### src/pecd_pkg.sv
// shared types and constants for the printer escape command decoder
package pecd_pkg;

	// received control characters
	localparam logic [7:0] CH_NUL = 8'h00;
	localparam logic [7:0] CH_BEL = 8'h07;
	localparam logic [7:0] CH_BS  = 8'h08;
	localparam logic [7:0] CH_HT  = 8'h09;
	localparam logic [7:0] CH_LF  = 8'h0A;
	localparam logic [7:0] CH_VT  = 8'h0B;
	localparam logic [7:0] CH_CR  = 8'h0D;
	localparam logic [7:0] CH_SUB = 8'h1A;
	localparam logic [7:0] CH_ESC = 8'h1B;
	localparam logic [7:0] CH_SP  = 8'h20;

	// attribute masks
	localparam logic [2:0] ATTR_BOLD      = 3'b001;
	localparam logic [2:0] ATTR_UNDERLINE = 3'b010;
	localparam logic [2:0] ATTR_BROKEN    = 3'b100;

	// pitch settings: microspaces, microlines, tab spacing
	localparam logic [7:0] PITCH_P_US = 8'd12;
	localparam logic [4:0] PITCH_P_UL = 5'd16;
	localparam logic [2:0] PITCH_P_TS = 3'd5;
	localparam logic [7:0] PITCH_E_US = 8'd10;
	localparam logic [4:0] PITCH_E_UL = 5'd16;
	localparam logic [2:0] PITCH_E_TS = 3'd6;
	localparam logic [7:0] PITCH_M_US = 8'd8;
	localparam logic [4:0] PITCH_M_UL = 5'd12;
	localparam logic [2:0] PITCH_M_TS = 3'd7;

	// reset values of the carriage state
	localparam logic [7:0] COLUMN_HOME = 8'd1;
	localparam logic [2:0] TAB_RESET   = 3'd5;

	// mechanism commands
	typedef enum logic [3:0] {
		CMD_SPIN      = 4'd0,
		CMD_BS        = 4'd1,
		CMD_HTAB      = 4'd2,
		CMD_LF        = 4'd3,
		CMD_CR        = 4'd4,
		CMD_LETTER    = 4'd5,
		CMD_HALFUP    = 4'd6,
		CMD_HALFDOWN  = 4'd7,
		CMD_REVLF     = 4'd8,
		CMD_MICROBS   = 4'd9,
		CMD_MICROUP   = 4'd10,
		CMD_MICRODOWN = 4'd11,
		CMD_PITCH     = 4'd12,
		CMD_RESET     = 4'd13,
		CMD_ERRLED    = 4'd14
	} cmd_t;

	// escape sequence phases
	typedef enum logic [2:0] {
		PH_IDLE = 3'd0,
		PH_ESC  = 3'd1,
		PH_SUB  = 3'd2,
		PH_SUBP = 3'd3,
		PH_SUBE = 3'd4,
		PH_HOLD = 3'd6
	} phase_t;

	// classified operations handed from front to back
	typedef enum logic [3:0] {
		OP_EMIT,
		OP_BS,
		OP_HT,
		OP_CR,
		OP_LETTER,
		OP_ATTR_OR,
		OP_ATTR_AND,
		OP_PITCH_P,
		OP_PITCH_E,
		OP_PITCH_M,
		OP_ERRLED
	} op_kind_t;

	typedef struct packed {
		op_kind_t   kind;
		cmd_t       cmd;
		logic [7:0] data;
	} op_t;

	// back end states
	typedef enum logic [1:0] {
		BK_IDLE,
		BK_DIV,
		BK_HT,
		BK_LF
	} back_state_t;

	// one result word
	typedef struct packed {
		cmd_t       command;
		logic [7:0] argument;
		logic [2:0] attribute_bits;
		logic [4:0] lines_per_line;
		logic [7:0] column_now;
		logic       last;
	} res_t;

endpackage

### src/printer_escape_command_decoder.sv
// top level of the printer escape command decoder
// a byte enters the op queue at its accepting edge; the back end then queues its first result word
// most bytes sustain 1 per cycle while neither queue is full; CR with auto linefeed also yields an LF word
// HT holds the back end while the bit-serial remainder unit runs (one column bit per cycle)
// arst_n clears escape phase, queues and config; column 1, tab spacing 5, attributes 0
module printer_escape_command_decoder #(
	parameter int OP_DEPTH  = 4,
	parameter int RES_DEPTH = 2
) (
	input  logic       clk,
	input  logic       arst_n,
	input  logic       push,
	output logic       full,
	input  logic [7:0] char_in,
	output logic       empty,
	input  logic       pop,
	output logic [3:0] command,
	output logic [7:0] argument,
	output logic [2:0] attribute_bits,
	output logic [4:0] lines_per_line,
	output logic [7:0] column_now,
	output logic       last,
	input  logic       cfg_valid,
	output logic       cfg_ready,
	input  logic       cfg_data
);
	import pecd_pkg::*;

	logic take;
	logic op_push;
	logic op_full;
	logic op_pop;
	logic op_empty;
	op_t  op_in;
	op_t  op_out;
	logic res_push;
	logic res_full;
	res_t res_in;
	res_t res_out;

	// input word handshake
	assign full      = op_full;
	assign take      = push && !op_full;
	assign cfg_ready = 1'b1;

	pecd_front u_front (
		.clk     (clk),
		.arst_n  (arst_n),
		.take    (take),
		.char_in (char_in),
		.op_push (op_push),
		.op      (op_in)
	);

	pecd_queue #(
		.WIDTH ($bits(op_t)),
		.DEPTH (OP_DEPTH)
	) u_op_queue (
		.clk    (clk),
		.arst_n (arst_n),
		.push   (op_push),
		.full   (op_full),
		.wdata  (op_in),
		.pop    (op_pop),
		.empty  (op_empty),
		.rdata  (op_out)
	);

	pecd_back u_back (
		.clk      (clk),
		.arst_n   (arst_n),
		.cfg_we   (cfg_valid && cfg_ready),
		.cfg_bit  (cfg_data),
		.op_empty (op_empty),
		.op       (op_out),
		.op_pop   (op_pop),
		.res_full (res_full),
		.res_push (res_push),
		.res      (res_in)
	);

	pecd_queue #(
		.WIDTH ($bits(res_t)),
		.DEPTH (RES_DEPTH)
	) u_res_queue (
		.clk    (clk),
		.arst_n (arst_n),
		.push   (res_push),
		.full   (res_full),
		.wdata  (res_in),
		.pop    (pop),
		.empty  (empty),
		.rdata  (res_out)
	);

	// result word fields
	assign command        = res_out.command;
	assign argument       = res_out.argument;
	assign attribute_bits = res_out.attribute_bits;
	assign lines_per_line = res_out.lines_per_line;
	assign column_now     = res_out.column_now;
	assign last           = res_out.last;

	// back end never takes an op that is not there
	a_op_pop_nonempty: assert property (@(posedge clk) disable iff (!arst_n)
		op_pop |-> !op_empty)
		else $error("op popped from empty queue");

	// back end never writes a result into a full queue
	a_res_push_room: assert property (@(posedge clk) disable iff (!arst_n)
		res_push |-> !res_full)
		else $error("result pushed into full queue");

	// tab distance is between one and the largest tab spacing
	a_htab_range: assert property (@(posedge clk) disable iff (!arst_n)
		(res_push && res_in.command == CMD_HTAB) |->
		(res_in.argument != 8'd0 && res_in.argument <= 8'd7))
		else $error("tab distance out of range");

	// a carriage return without its final mark is followed by a linefeed
	a_cr_then_lf: assert property (@(posedge clk) disable iff (!arst_n)
		(res_push && !res_full && res_in.command == CMD_CR && !res_in.last) |=>
		(!res_push || res_in.command == CMD_LF))
		else $error("auto linefeed missing after carriage return");

endmodule

### src/pecd_queue.sv
// small register queue used between the decoder parts and at the output
module pecd_queue #(
	parameter int WIDTH = 8,
	parameter int DEPTH = 2
) (
	input  logic             clk,
	input  logic             arst_n,
	input  logic             push,
	output logic             full,
	input  logic [WIDTH-1:0] wdata,
	input  logic             pop,
	output logic             empty,
	output logic [WIDTH-1:0] rdata
);
	localparam int AW = (DEPTH > 1) ? $clog2(DEPTH) : 1;
	localparam int CW = $clog2(DEPTH + 1);

	logic [WIDTH-1:0] entry_q [DEPTH];
	logic [AW-1:0]    wr_q;
	logic [AW-1:0]    rd_q;
	logic [CW-1:0]    cnt_q;
	logic             do_push;
	logic             do_pop;

	// status and handshakes
	assign full    = (cnt_q == CW'(DEPTH));
	assign empty   = (cnt_q == '0);
	assign do_push = push && !full;
	assign do_pop  = pop && !empty;
	assign rdata   = entry_q[rd_q];

	// pointers and fill count
	always_ff @(posedge clk or negedge arst_n) begin
		if (!arst_n) begin
			wr_q  <= '0;
			rd_q  <= '0;
			cnt_q <= '0;
		end else begin
			if (do_push) begin
				wr_q <= (wr_q == AW'(DEPTH - 1)) ? '0 : wr_q + 1'b1;
			end
			if (do_pop) begin
				rd_q <= (rd_q == AW'(DEPTH - 1)) ? '0 : rd_q + 1'b1;
			end
			if (do_push && !do_pop) begin
				cnt_q <= cnt_q + 1'b1;
			end else if (do_pop && !do_push) begin
				cnt_q <= cnt_q - 1'b1;
			end
		end
	end

	// storage
	always_ff @(posedge clk) begin
		if (do_push) begin
			entry_q[wr_q] <= wdata;
		end
	end

endmodule

### src/pecd_front.sv
// front end: escape sequence tracking and byte classification
module pecd_front (
	input  logic          clk,
	input  logic          arst_n,
	input  logic          take,
	input  logic [7:0]    char_in,
	output logic          op_push,
	output pecd_pkg::op_t op
);
	import pecd_pkg::*;

	phase_t phase_q;
	phase_t phase_n;
	logic   op_valid;

	// phase register
	always_ff @(posedge clk or negedge arst_n) begin
		if (!arst_n) begin
			phase_q <= PH_IDLE;
		end else if (take) begin
			phase_q <= phase_n;
		end
	end

	// classify the byte against the current phase
	always_comb begin
		phase_n  = phase_q;
		op_valid = 1'b0;
		op.kind  = OP_EMIT;
		op.cmd   = CMD_SPIN;
		op.data  = char_in;
		case (phase_q)
			PH_IDLE: begin
				case (char_in)
					CH_NUL: ;
					CH_BEL: begin
						op_valid = 1'b1;
						op.cmd   = CMD_SPIN;
					end
					CH_BS: begin
						op_valid = 1'b1;
						op.kind  = OP_BS;
					end
					CH_HT: begin
						op_valid = 1'b1;
						op.kind  = OP_HT;
					end
					CH_LF, CH_VT: begin
						op_valid = 1'b1;
						op.cmd   = CMD_LF;
					end
					CH_CR: begin
						op_valid = 1'b1;
						op.kind  = OP_CR;
					end
					CH_ESC: phase_n = PH_ESC;
					default: begin
						op_valid = 1'b1;
						op.kind  = OP_LETTER;
					end
				endcase
			end
			PH_ESC: begin
				phase_n  = PH_IDLE;
				op_valid = 1'b1;
				case (char_in)
					"O": begin
						op.kind = OP_ATTR_OR;
						op.data = {5'b0, ATTR_BOLD};
					end
					"E": begin
						op.kind = OP_ATTR_OR;
						op.data = {5'b0, ATTR_UNDERLINE};
					end
					"b": begin
						op.kind = OP_ATTR_OR;
						op.data = {5'b0, ATTR_BROKEN};
					end
					"&": begin
						op.kind = OP_ATTR_AND;
						op.data = {5'b0, ATTR_UNDERLINE | ATTR_BROKEN};
					end
					"R": begin
						op.kind = OP_ATTR_AND;
						op.data = {5'b0, ATTR_BOLD};
					end
					"X": begin
						op.kind = OP_ATTR_AND;
						op.data = 8'd0;
					end
					"U":    op.cmd = CMD_HALFUP;
					"D":    op.cmd = CMD_HALFDOWN;
					CH_LF:  op.cmd = CMD_REVLF;
					CH_BS:  op.cmd = CMD_MICROBS;
					"u":    op.cmd = CMD_MICROUP;
					"d":    op.cmd = CMD_MICRODOWN;
					"p":    op.kind = OP_PITCH_P;
					"e":    op.kind = OP_PITCH_E;
					"m":    op.kind = OP_PITCH_M;
					CH_SUB: begin
						op_valid = 1'b0;
						phase_n  = PH_SUB;
					end
					"H", "h": begin
						op_valid = 1'b0;
						phase_n  = PH_HOLD;
					end
					default: begin
						op_valid = 1'b0;
						phase_n  = PH_ESC;
					end
				endcase
			end
			PH_SUB: begin
				case (char_in)
					"c", "s", "u", "w": phase_n = PH_IDLE;
					"e": phase_n = PH_SUBE;
					"p": phase_n = PH_SUBP;
					"r": begin
						phase_n  = PH_IDLE;
						op_valid = 1'b1;
						op.cmd   = CMD_RESET;
					end
					default: ;
				endcase
			end
			PH_SUBP: begin
				if (char_in >= "0" && char_in <= "3") begin
					phase_n = PH_IDLE;
				end
			end
			PH_SUBE: begin
				phase_n  = PH_IDLE;
				op_valid = 1'b1;
				op.kind  = OP_ERRLED;
				op.data  = {7'b0, char_in[0]};
			end
			PH_HOLD: begin
				if (char_in == CH_SP || char_in == CH_ESC) begin
					phase_n = PH_IDLE;
				end
			end
			default: phase_n = PH_IDLE;
		endcase
	end

	assign op_push = take && op_valid;

endmodule

### src/pecd_back.sv
// back end: carriage state, tab remainder unit and result generation
module pecd_back (
	input  logic           clk,
	input  logic           arst_n,
	input  logic           cfg_we,
	input  logic           cfg_bit,
	input  logic           op_empty,
	input  pecd_pkg::op_t  op,
	output logic           op_pop,
	input  logic           res_full,
	output logic           res_push,
	output pecd_pkg::res_t res
);
	import pecd_pkg::*;

	back_state_t state_q;
	back_state_t state_n;
	logic        auto_lf_q;
	logic [7:0]  column_q;
	logic [7:0]  column_n;
	logic [2:0]  attr_q;
	logic [2:0]  attr_n;
	logic [2:0]  tab_q;
	logic [2:0]  tab_n;
	logic [7:0]  div_col_q;
	logic [2:0]  rem_q;
	logic [2:0]  cnt_q;
	logic [2:0]  ts_eff;
	logic [3:0]  trial;
	logic [2:0]  rem_step;
	logic [2:0]  tab_dist;
	logic        div_start;

	// tab spacing of zero counts as one
	assign ts_eff   = (tab_q == 3'd0) ? 3'd1 : tab_q;
	// one restoring remainder step per cycle, msb first
	assign trial    = {rem_q, div_col_q[7]};
	assign rem_step = (trial >= {1'b0, ts_eff}) ? 3'(trial - {1'b0, ts_eff}) : trial[2:0];
	assign tab_dist = ts_eff - rem_q;

	// configuration register
	always_ff @(posedge clk or negedge arst_n) begin
		if (!arst_n) begin
			auto_lf_q <= 1'b0;
		end else if (cfg_we) begin
			auto_lf_q <= cfg_bit;
		end
	end

	// state and carriage registers
	always_ff @(posedge clk or negedge arst_n) begin
		if (!arst_n) begin
			state_q  <= BK_IDLE;
			column_q <= COLUMN_HOME;
			attr_q   <= '0;
			tab_q    <= TAB_RESET;
		end else begin
			state_q  <= state_n;
			column_q <= column_n;
			attr_q   <= attr_n;
			tab_q    <= tab_n;
		end
	end

	// remainder unit registers
	always_ff @(posedge clk) begin
		if (div_start) begin
			div_col_q <= column_q;
			rem_q     <= '0;
			cnt_q     <= 3'd7;
		end else if (state_q == BK_DIV) begin
			div_col_q <= {div_col_q[6:0], 1'b0};
			rem_q     <= rem_step;
			cnt_q     <= cnt_q - 1'b1;
		end
	end

	// operation sequencing and result build
	always_comb begin
		state_n            = state_q;
		column_n           = column_q;
		attr_n             = attr_q;
		tab_n              = tab_q;
		op_pop             = 1'b0;
		res_push           = 1'b0;
		div_start          = 1'b0;
		res.command        = op.cmd;
		res.argument       = 8'd0;
		res.attribute_bits = attr_q;
		res.lines_per_line = 5'd0;
		res.column_now     = column_q;
		res.last           = 1'b1;
		case (state_q)
			BK_IDLE: begin
				if (!op_empty) begin
					case (op.kind)
						OP_ATTR_OR: begin
							op_pop = 1'b1;
							attr_n = attr_q | op.data[2:0];
						end
						OP_ATTR_AND: begin
							op_pop = 1'b1;
							attr_n = attr_q & op.data[2:0];
						end
						OP_HT: begin
							op_pop    = 1'b1;
							div_start = 1'b1;
							state_n   = BK_DIV;
						end
						OP_BS: begin
							if (column_q <= 8'd1) begin
								op_pop = 1'b1;
							end else if (!res_full) begin
								op_pop         = 1'b1;
								res_push       = 1'b1;
								column_n       = column_q - 1'b1;
								res.command    = CMD_BS;
								res.column_now = column_n;
							end
						end
						OP_LETTER: begin
							if (!res_full) begin
								op_pop         = 1'b1;
								res_push       = 1'b1;
								column_n       = column_q + 1'b1;
								res.command    = CMD_LETTER;
								res.argument   = op.data;
								res.column_now = column_n;
							end
						end
						OP_CR: begin
							if (!res_full) begin
								op_pop             = 1'b1;
								res_push           = 1'b1;
								column_n           = COLUMN_HOME;
								attr_n             = '0;
								res.command        = CMD_CR;
								res.attribute_bits = '0;
								res.column_now     = COLUMN_HOME;
								res.last           = !auto_lf_q;
								if (auto_lf_q) begin
									state_n = BK_LF;
								end
							end
						end
						OP_PITCH_P, OP_PITCH_E, OP_PITCH_M: begin
							if (!res_full) begin
								op_pop      = 1'b1;
								res_push    = 1'b1;
								res.command = CMD_PITCH;
								if (op.kind == OP_PITCH_P) begin
									tab_n              = PITCH_P_TS;
									res.argument       = PITCH_P_US;
									res.lines_per_line = PITCH_P_UL;
								end else if (op.kind == OP_PITCH_E) begin
									tab_n              = PITCH_E_TS;
									res.argument       = PITCH_E_US;
									res.lines_per_line = PITCH_E_UL;
								end else begin
									tab_n              = PITCH_M_TS;
									res.argument       = PITCH_M_US;
									res.lines_per_line = PITCH_M_UL;
								end
							end
						end
						OP_ERRLED: begin
							if (!res_full) begin
								op_pop       = 1'b1;
								res_push     = 1'b1;
								res.command  = CMD_ERRLED;
								res.argument = {7'b0, op.data[0]};
							end
						end
						default: begin
							if (!res_full) begin
								op_pop   = 1'b1;
								res_push = 1'b1;
							end
						end
					endcase
				end
			end
			BK_DIV: begin
				if (cnt_q == 3'd0) begin
					state_n = BK_HT;
				end
			end
			BK_HT: begin
				if (!res_full) begin
					res_push       = 1'b1;
					column_n       = column_q + {5'b0, tab_dist};
					res.command    = CMD_HTAB;
					res.argument   = {5'b0, tab_dist};
					res.column_now = column_n;
					state_n        = BK_IDLE;
				end
			end
			BK_LF: begin
				if (!res_full) begin
					res_push    = 1'b1;
					res.command = CMD_LF;
					state_n     = BK_IDLE;
				end
			end
			default: state_n = BK_IDLE;
		endcase
	end

endmodule
### config.mk
export PLATFORM = sky130hd
export DESIGN_NAME = printer_escape_command_decoder
export DESIGN_NICKNAME = d
export VERILOG_FILES = /design/src/pecd_pkg.sv /design/src/printer_escape_command_decoder.sv /design/src/pecd_queue.sv /design/src/pecd_front.sv /design/src/pecd_back.sv
export SDC_FILE = /design/constraint.sdc
export NUM_CORES = 1
export LEC_CHECK = 0
export BUFFER_PORTS_ARGS = -buffer_cell sky130_fd_sc_hd__buf_4
export CAP_MARGIN = 0
export CORE_ASPECT_RATIO = 1.75
export CORE_UTILIZATION = 65
export CTS_BUF_LIST = sky130_fd_sc_hd__clkbuf_4
export CTS_CLUSTER_SIZE = 25
export DETAILED_ROUTE_END_ITERATION = 12
export PLACE_DENSITY = 0.84
export SYNTH_ARGS = -nofsm -noshare
export SYNTH_HDL_FRONTEND = slang
export SYNTH_SLANG_ARGS = --single-unit
export TNS_END_PERCENT = 100
### constraint.sdc
create_clock -name clk -period 6.3 [get_ports clk]
set_clock_uncertainty 0.1 [all_clocks]
set_input_delay 1.575 -clock clk [delete_from_list [all_inputs] [get_ports clk]]
set_output_delay 1.575 -clock clk [all_outputs]
set_load 0.01 [all_outputs]
==> results of run 1 <==
## state kept, by name, summed over array words and instances, names as in the netlist
signal / count
u_back.attr_q: 3
u_back.auto_lf_q: 1
u_back.cnt_q: 3
u_back.column_q: 8
u_back.div_col_q: 8
u_back.rem_q: 3
u_back.state_q: 2
u_back.tab_q: 2
u_front.phase_q: 3
u_op_queue.cnt_q: 3
u_op_queue.entry_q: 64
u_op_queue.rd_q: 2
u_op_queue.wr_q: 2
u_res_queue.cnt_q: 2
u_res_queue.entry_q: 52
u_res_queue.rd_q: 1
u_res_queue.wr_q: 1
## worst paths after layout
| check | startpoint | end | slack [ns] | depth (start not counted) |
|---|---|---|---|---|
| max in group asynchronous | arst_n | u_back.column_q[0] | 4.91 | 1 |
| hold reg to reg | u_back.cnt_q[2] | u_back.cnt_q[2] | 0.41 | 2 |
| hold / removal | u_back.cnt_q[2] | u_back.cnt_q[2] | 0.41 | 2 |
| min in group asynchronous | arst_n | u_op_queue.cnt_q[0] | 0.81 | 1 |
| setup / recovery | char_in[4] | u_op_queue.cnt_q[2] | 2.02 | 13 |
| setup reg to reg | u_back.column_q[0] | u_res_queue.entry_q[1][3] | 2.26 | 8 |
## logic make-up (layout without fill, tap and decap cells)
family / after synthesis / after routing / share of synthesized area [%]
AO/OA/AOI/OAI: 166 / 166 / 13.14
XOR/XNOR: 15 / 15 / 1.498
adder cells (fa/ha/maj): 23 / 23 / 3.624
buffers and inverters: 81 / 106 / 3.781
flip-flops: 160 / 160 / 52.42
multiplexers: 59 / 59 / 9.659
other: 2 / 4 / 0.08564
AND/OR/NAND/NOR: 262 / 262 / 15.79
## cell usage in the layout, fill, tap and decap left out, types with 10 or more instances in the layout
| cell type | instances |
|---|---|
| edfxtp_1 | 124 |
| nand2_1 | 59 |
| mux4_2 | 14 |
| nor3_1 | 18 |
| buf_4 | 51 |
| inv_1 | 23 |
| o21ai_0 | 34 |
| ha_1 | 19 |
| and2_1 | 13 |
| nor2b_1 | 13 |
| dfrtp_1 | 28 |
| and3_1 | 20 |
| nand3_1 | 21 |
| nor2_1 | 53 |
| a21oi_1 | 35 |
| mux2_2 | 39 |
| nand2b_1 | 10 |
| clkbuf_4 | 17 |
## critical path, delay by kind of cell
family,cells,cell delay [ns]
buffers and inverters,3,0.44
and+or+nand+nor,2,0.40
adders and majority gates,2,0.68
AOI/OAI and AO/OA,4,1.27
xor gates and xnor gates,2,0.32
## layout make-up
class                      instances  area share (%)
sequential                       160           48.62
multi-input combinational        528           40.70
timing repair buffer              51           4.050
tap                              171           2.263
clock inverter                    15           2.078
clock buffer                      17           1.350
inverter                          23          0.9132
antenna                            1         0.02647
## power groups by stage
stage / Clock [mW] / Sequential, mW / Combinational [mW]
after global routing: 0.685 / 1.92 / 2.57
after CTS: 0.642 / 1.88 / 2.35
after floorplan: 0 / 1.72 / 1.77
after detailed placement: 0 / 1.91 / 2.34
after global placement: 0 / 1.87 / 2.25
final: 0.638 / 1.88 / 2.38
## cell usage after synthesis, drive strengths merged (8+ instances only)
| cell type | count |
|---|---|
| edfxtp | 124 |
| nand2 | 59 |
| nor2 | 53 |
| clkbuf | 46 |
| mux2 | 39 |
| a21oi | 36 |
| o21ai | 35 |
| dfrtp | 28 |
| inv | 23 |
| nand3 | 21 |
| and3 | 20 |
| ha | 19 |
| nor3 | 18 |
| mux4 | 16 |
| and2 | 14 |
| nor2b | 14 |
| buf | 12 |
| a221oi | 10 |
| nand2b | 10 |
| o211ai | 9 |
| nor4 | 8 |
| xor2 | 8 |
## per-stage QoR
stage               std cells  setup WS (ns)  power (mW)
detailed placement        933          1.478       4.241
finish                    966          2.016       4.899
global placement          933          1.558       4.112
global route              966          1.857       5.182
CTS                       965          2.091       4.868
floorplan                 769          1.929       3.489
## per-layer routing
metal  wire length, um  part of all wire, %  GRT usage [%]  vias to the layer above
met5                 0                    0              0                        -
met2             12040                   56          61.06                      336
li1                  -                    -              -                     2955
met3              1205                  5.6          4.630                       88
met4              1163                  5.4          19.36                        0
met1              7066                   33          33.00                     3143
==> summary.json, run 1 <==
{
  "finalCriticalPeriod_ns": 4.284,
  "fin_hold_ws_ns": 0.4052,
  "synth_warnings": 0,
  "synthFlopType": "edfxtp_1",
  "period_share_pct": 68.01,
  "wl_um": 21470,
  "wire_length_of_the_first_global_routing_pass_um": 34030,
  "place_congestion": 0.9462,
  "clock_tree_from_tritoncts": "yes",
  "tns_ns": 0,
  "cp_peak_stage_delay_ns": 0.66,
  "core_sq_um": 13080,
  "io-pin-count": 46,
  "place.port_buffers": 42,
  "slew_violations": 0,
  "layout-area-overhead-vs-synth_pct": 7.804,
  "layout.core_utilization_pct": 72.31,
  "synth_largest_type_area_fraction_pct": 42.46,
  "setup.worst_path.end_class": "register",
  "vias": 6522,
  "worst-endpoint-arrival_ns": 4.70,
  "synth.distinct_cells": 79,
  "power_share_of_the_combinational_group_pct": 48.5,
  "grt_setup_unrepaired": "no",
  "dr.pass1.iters": 8,
  "timing.critical_path.fanout_max": 17,
  "clock_latency_ns": 0.58,
  "crit_path_cell_trace": "buf_4 > nor4bb_1 > buf_4 > a22oi_1 > o211ai_1 > o31ai_1 > a41oi_1 > ha_1 > inv_1 > fa_1 > xor2_1 > nor2_1 > xor2_1",
  "synthArstFlopShare_pct": 18.75,
  "post-synth-top-area-cell": "edfxtp_1",
  "finalInstanceArea_sq_um": 9454,
  "die_width_um": 89.81,
  "cts_buffer_depth": 2,
  "synth-seq-area-share_pct": 52.42,
  "outcome": "complete, no violations",
  "synth_area_per_cell_sq_um": 11.42,
  "h_tree_depth": 4,
  "synth_enable_flop_cells": 124,
  "hold_path.class": "reg -> reg",
  "hold_violations": 0,
  "post_drt_wl_per_cell_um": 22.23,
  "fp-row-count": 55,
  "path_clk_slew_ns": 0.17,
  "clock_sinks": 160,
  "antenna_violations_before_repair": 1,
  "synth.area.top_cells": "edfxtp_1 42%, dfrtp_1 8.0%, mux2_2 5.0%, mux4_2 3.6%, ha_1 2.7%",
  "cts-root-buf": "clkbuf_4",
  "total_switching_power_mw": 2.107,
  "fillerInstances": 912,
  "synth-seq-cells": 160,
  "floorplan.initialDensity_pct": 67.07,
  "postPlaceCellArea_sq_um": 9128,
  "power_leakage_nw": 3.505,
  "grt_usage_pct": 32.12,
  "max-slew-margin-rel_pct": 21.21,
  "floorplan.die.height_um": 155.7,
  "setup.worst_path.class": "in -> reg",
  "first_global_vias": 6504,
  "maximum_number_of_pins_on_one_net_before_global_route_repair": 31,
  "tightest_slew_ns": 1.182,
  "number_of_buffers_created_by_cts": 17,
  "required_ns": 6.72,
  "vias_per_cell": 6.752,
  "post_cts_buffers": 0,
  "remaining_drc_errors": 0,
  "initial_drc_count": 594,
  "timing.final.setup_violations": 0,
  "power.share.clock_pct": 13.0,
  "synth_area_sq_um": 8770,
  "sequential_cell_area_sq_um": 4597,
  "design.die.area_sq_um": 13980,
  "max-cap-violations": 0,
  "pwr_density_cell_nw_per_um2": 518.2,
  "remaining_antenna_violation_count": 0,
  "num-nets-final": 818,
  "internal-power_mw": 2.792,
  "switching_share_pct": 43.02,
  "peakVddDrop_mv": 0.2801,
  "drive_above_1_share_pct": 19.40,
  "detailed_place_hpwl_um": 16020,
  "power.share.sequential_pct": 38.4,
  "timing.fmax_mhz": 233.4,
  "slowest_stage": "a41oi_1",
  "area_of_combinational_cells_with_multiple_inputs_sq_um": 3847,
  "post_cts.resized_instances": 0,
  "cts_hold_repair.buffers": 0,
  "grt-ovfl-total": 0,
  "start_kind": "input pin",
  "synthCells": 768
}
Note: power is estimated with default switching activity, not from simulation.
==> run 2, diff against run 1 <==
Settings changed: CORE_UTILIZATION 65 to 64, PLACE_DENSITY 0.84 to 0.83.
Clock period 6.3 ns to 3.97 ns, I/O delays scaled along.
==> run 2 against run 1 <==
Net effect: global-route usage is 1.1 points lower; worst hold slack got worse by 0.12 ns; clock power is 39% higher.
==> summary.json, run 2 (synthesis results as in run 1) <==
{
  "timing.final.setup_violations": {"value": 0, "change": "unchanged"},
  "timing.critical_path.fanout_max": {"value": 5, "change": "-12"},
  "number_of_buffers_created_by_cts": {"value": 17, "change": "unchanged"},
  "io-pin-count": {"value": 46, "change": "unchanged"},
  "max-slew-margin-rel": {"value": 45.16, "unit": "%", "change": "+24 points"},
  "largest_register_ffs": {"value": 64, "change": "unchanged"},
  "slowest_stage": "fa_1",
  "tns": {"value": 0, "unit": "ns", "change": "unchanged"},
  "floorplan.initialDensity": {"value": 65.53, "unit": "%", "change": "-1.5 points"},
  "vias": {"value": 6615, "change": "+1.4%"},
  "first_global_vias": {"value": 6564, "change": "+0.92%"},
  "required": {"value": 4.21, "unit": "ns", "change": "-2.51 ns"},
  "crit_family": "adder cells",
  "reg2reg_setup_slack": {"value": 0.45, "unit": "ns", "change": "-1.81 ns"},
  "finalCriticalPeriod_ns": 3.520,
  "slew_violations": {"value": 0, "change": "unchanged"},
  "wire_length_of_the_first_global_routing_pass": {"value": 33470, "unit": "um", "change": "-1.6%"},
  "remaining_drc_errors": {"value": 0, "change": "unchanged"},
  "path_clk_slew": {"value": 0.15, "unit": "ns", "change": "-0.02 ns"},
  "crit_path_cell_trace": "ha_1 > inv_1 > fa_1 > inv_1 > fa_1 > inv_1 > a21oi_1 > or4b_2 > nor3_1 > a21oi_1 > o211ai_1",
  "place_congestion": {"value": 0.9755, "change": "+3.1%"},
  "cts-root-buf": "clkbuf_4",
  "dr.pass1.iters": {"value": 7, "change": "-1"},
  "post_cts.resized_instances": {"value": 0, "change": "unchanged"},
  "start_kind": "register",
  "met2_usage": {"value": 57.65, "unit": "%", "change": "-3.4 points"},
  "fin_hold_ws": {"value": 0.2861, "unit": "ns", "change": "-0.1191 ns"},
  "clock_tree_from_tritoncts": "yes",
  "setup.worst_path.end_class": "register",
  "gr_met3_demand_resource": {"value": 4.568, "unit": "%", "change": "-0.062 points"},
  "maximum_number_of_pins_on_one_net_before_global_route_repair": {"value": 31, "change": "unchanged"},
  "grt_use_met1": {"value": 31.22, "unit": "%", "change": "-1.8 points"},
  "critical_path_buf_inv_count": {"value": 3, "change": "unchanged"},
  "detailed_place_hpwl": {"value": 15770, "unit": "um", "change": "-1.6%"},
  "outcome": "complete, no violations",
  "top_usage_layer": "met2",
  "grt_usage": {"value": 30.99, "unit": "%", "change": "-1.1 points"},
  "layout_top_registers": "u_op_queue.entry_q x64, u_res_queue.entry_q x52",
  "setup.worst_path.class": "reg -> reg",
  "largest-register": "u_op_queue.entry_q",
  "timing.fmax_mhz": 284.1,
  "max-cap-violations": {"value": 0, "change": "unchanged"},
  "layout-area-overhead-vs-synth_pct": 9.816,
  "cp_peak_stage_delay": {"value": 0.71, "unit": "ns", "change": "+0.05 ns"},
  "peakVddDrop": {"value": 0.3884, "unit": "mV", "change": "+39%"},
  "initial_drc_count": {"value": 705, "change": "+19%"},
  "grt_setup_unrepaired": "no",
  "pwr_density_cell": {"value": 801.8, "unit": "nW/um^2", "change": "+55%"},
  "design.die.area": {"value": 14190, "unit": "sq um", "change": "+1.5%"},
  "wl": {"value": 21150, "unit": "um", "change": "-1.5%"},
  "place.port_buffers": {"value": 42, "change": "unchanged"},
  "drive_above_1_share": {"value": 22.40, "unit": "%", "change": "+3.0 points"},
  "power_leakage": {"value": 3.632, "unit": "nW", "change": "+3.6%"},
  "cts_buffer_depth": {"value": 2, "change": "unchanged"},
  "commonest_non_fill_non_tap_cell_in_the_layout": "edfxtp_1",
  "die_width": {"value": 90.49, "unit": "um", "change": "+0.76%"},
  "post_cts_buffers": {"value": 0, "change": "unchanged"},
  "tightest_slew": {"value": 0.8208, "unit": "ns", "change": "-0.3610 ns"},
  "vias_per_cell": {"value": 6.608, "change": "-2.1%"},
  "cts_hold_repair.buffers": {"value": 0, "change": "unchanged"},
  "leading_cell_types_in_the_layout_fill_and_taps_excluded": "124 x edfxtp_1, 83 x buf_4, 59 x nand2_1",
  "hold_violations": {"value": 0, "change": "unchanged"},
  "grt-ovfl-total": {"value": 0, "change": "unchanged"},
  "period_share_pct": 88.66,
  "layout.core_utilization": {"value": 71.96, "unit": "%", "change": "-0.34 points"},
  "antenna_violations_before_repair": {"value": 1, "change": "unchanged"},
  "clock_sinks": {"value": 160, "change": "unchanged"},
  "hold_path.class": "in -> async",
  "remaining_antenna_violation_count": {"value": 0, "change": "unchanged"},
  "h_tree_depth": {"value": 4, "change": "unchanged"},
  "cpMostUsedCell": "inv_1",
  "core": {"value": 13380, "unit": "sq um", "change": "+2.4%"},
  "post_drt_wl_per_cell": {"value": 21.13, "unit": "um", "change": "-4.9%"},
  "floorplan.die.height": {"value": 156.9, "unit": "um", "change": "+0.77%"},
  "clock_latency": {"value": 0.53, "unit": "ns", "change": "-0.05 ns"},
  "num-nets-final": {"value": 850, "change": "+3.9%"},
  "fp-row-count": {"value": 56, "change": "+1.8%"},
  "worst-endpoint-arrival": {"value": 3.76, "unit": "ns", "change": "-0.94 ns"}
}
==> run 2: layout make-up <==
class                   count  area (sq um)
flip-flops and latches    160          4597
repair buffers             83         623.1
inverters                  23         86.33
fillers                   922          3752
diodes                      1         2.502
well taps                 174         217.7
multi-input cells         528          3847
clock buffers              18         135.1
clock inverters            14         121.4
==> run 2: metrics by stage <==
| stage | instance area, sq um | worst slack [ns] | instances | total power [mW] |
|---|---|---|---|---|
| after CTS | 9628 | 0.5438 | 1000 | 7.684 |
| after global routing | 9630 | 0.3448 | 1001 | 8.194 |
| after floorplan | 8773 | 0.1022 | 769 | 5.536 |
| final | 9630 | 0.4503 | 1001 | 7.721 |
| after global placement | 9371 | 0.1990 | 968 | 6.638 |
| after detailed placement | 9371 | 0.1055 | 968 | 6.805 |
==> run 2: worst reg2reg max path, stage by stage, from the launching register on <==
cell and delay (ns):
dfxtp_1 0.46, ha_1 0.18, inv_1 0.06, fa_1 0.71
inv_1 0.11, fa_1 0.47, inv_1 0.08, a21oi_1 0.09
or4b_2 0.71, nor3_1 0.16, a21oi_1 0.09, o211ai_1 0.14
==> run 2: power breakdown <==
part | internal, mW | total (mW) | switching, mW
Sequential | 2.53 | 2.88 | 0.356
Combinational | 1.68 | 3.95 | 2.28
Clock | 0.276 | 0.886 | 0.611
==> run 2: layer usage <==
layer  up-vias  wire length (um)
met3        88              1074
li1       3004                 -
met2       337             11830
met4         0              1187
met1      3186              7063
met5         -                 0
==> run 2: path summary, 6_finish.rpt <==
check,start,endpoint,cells past startpoint
max,u_back.rem_q[0],u_res_queue.entry_q[0][7],11
min,arst_n,u_op_queue.wr_q[0],1
max reg2reg,u_back.rem_q[0],u_res_queue.entry_q[0][7],11
min reg2reg,u_op_queue.cnt_q[2],u_op_queue.cnt_q[2],1
max in group asynchronous,arst_n,u_back.tab_q[0],1
min in group clk,u_op_queue.cnt_q[2],u_op_queue.cnt_q[2],1
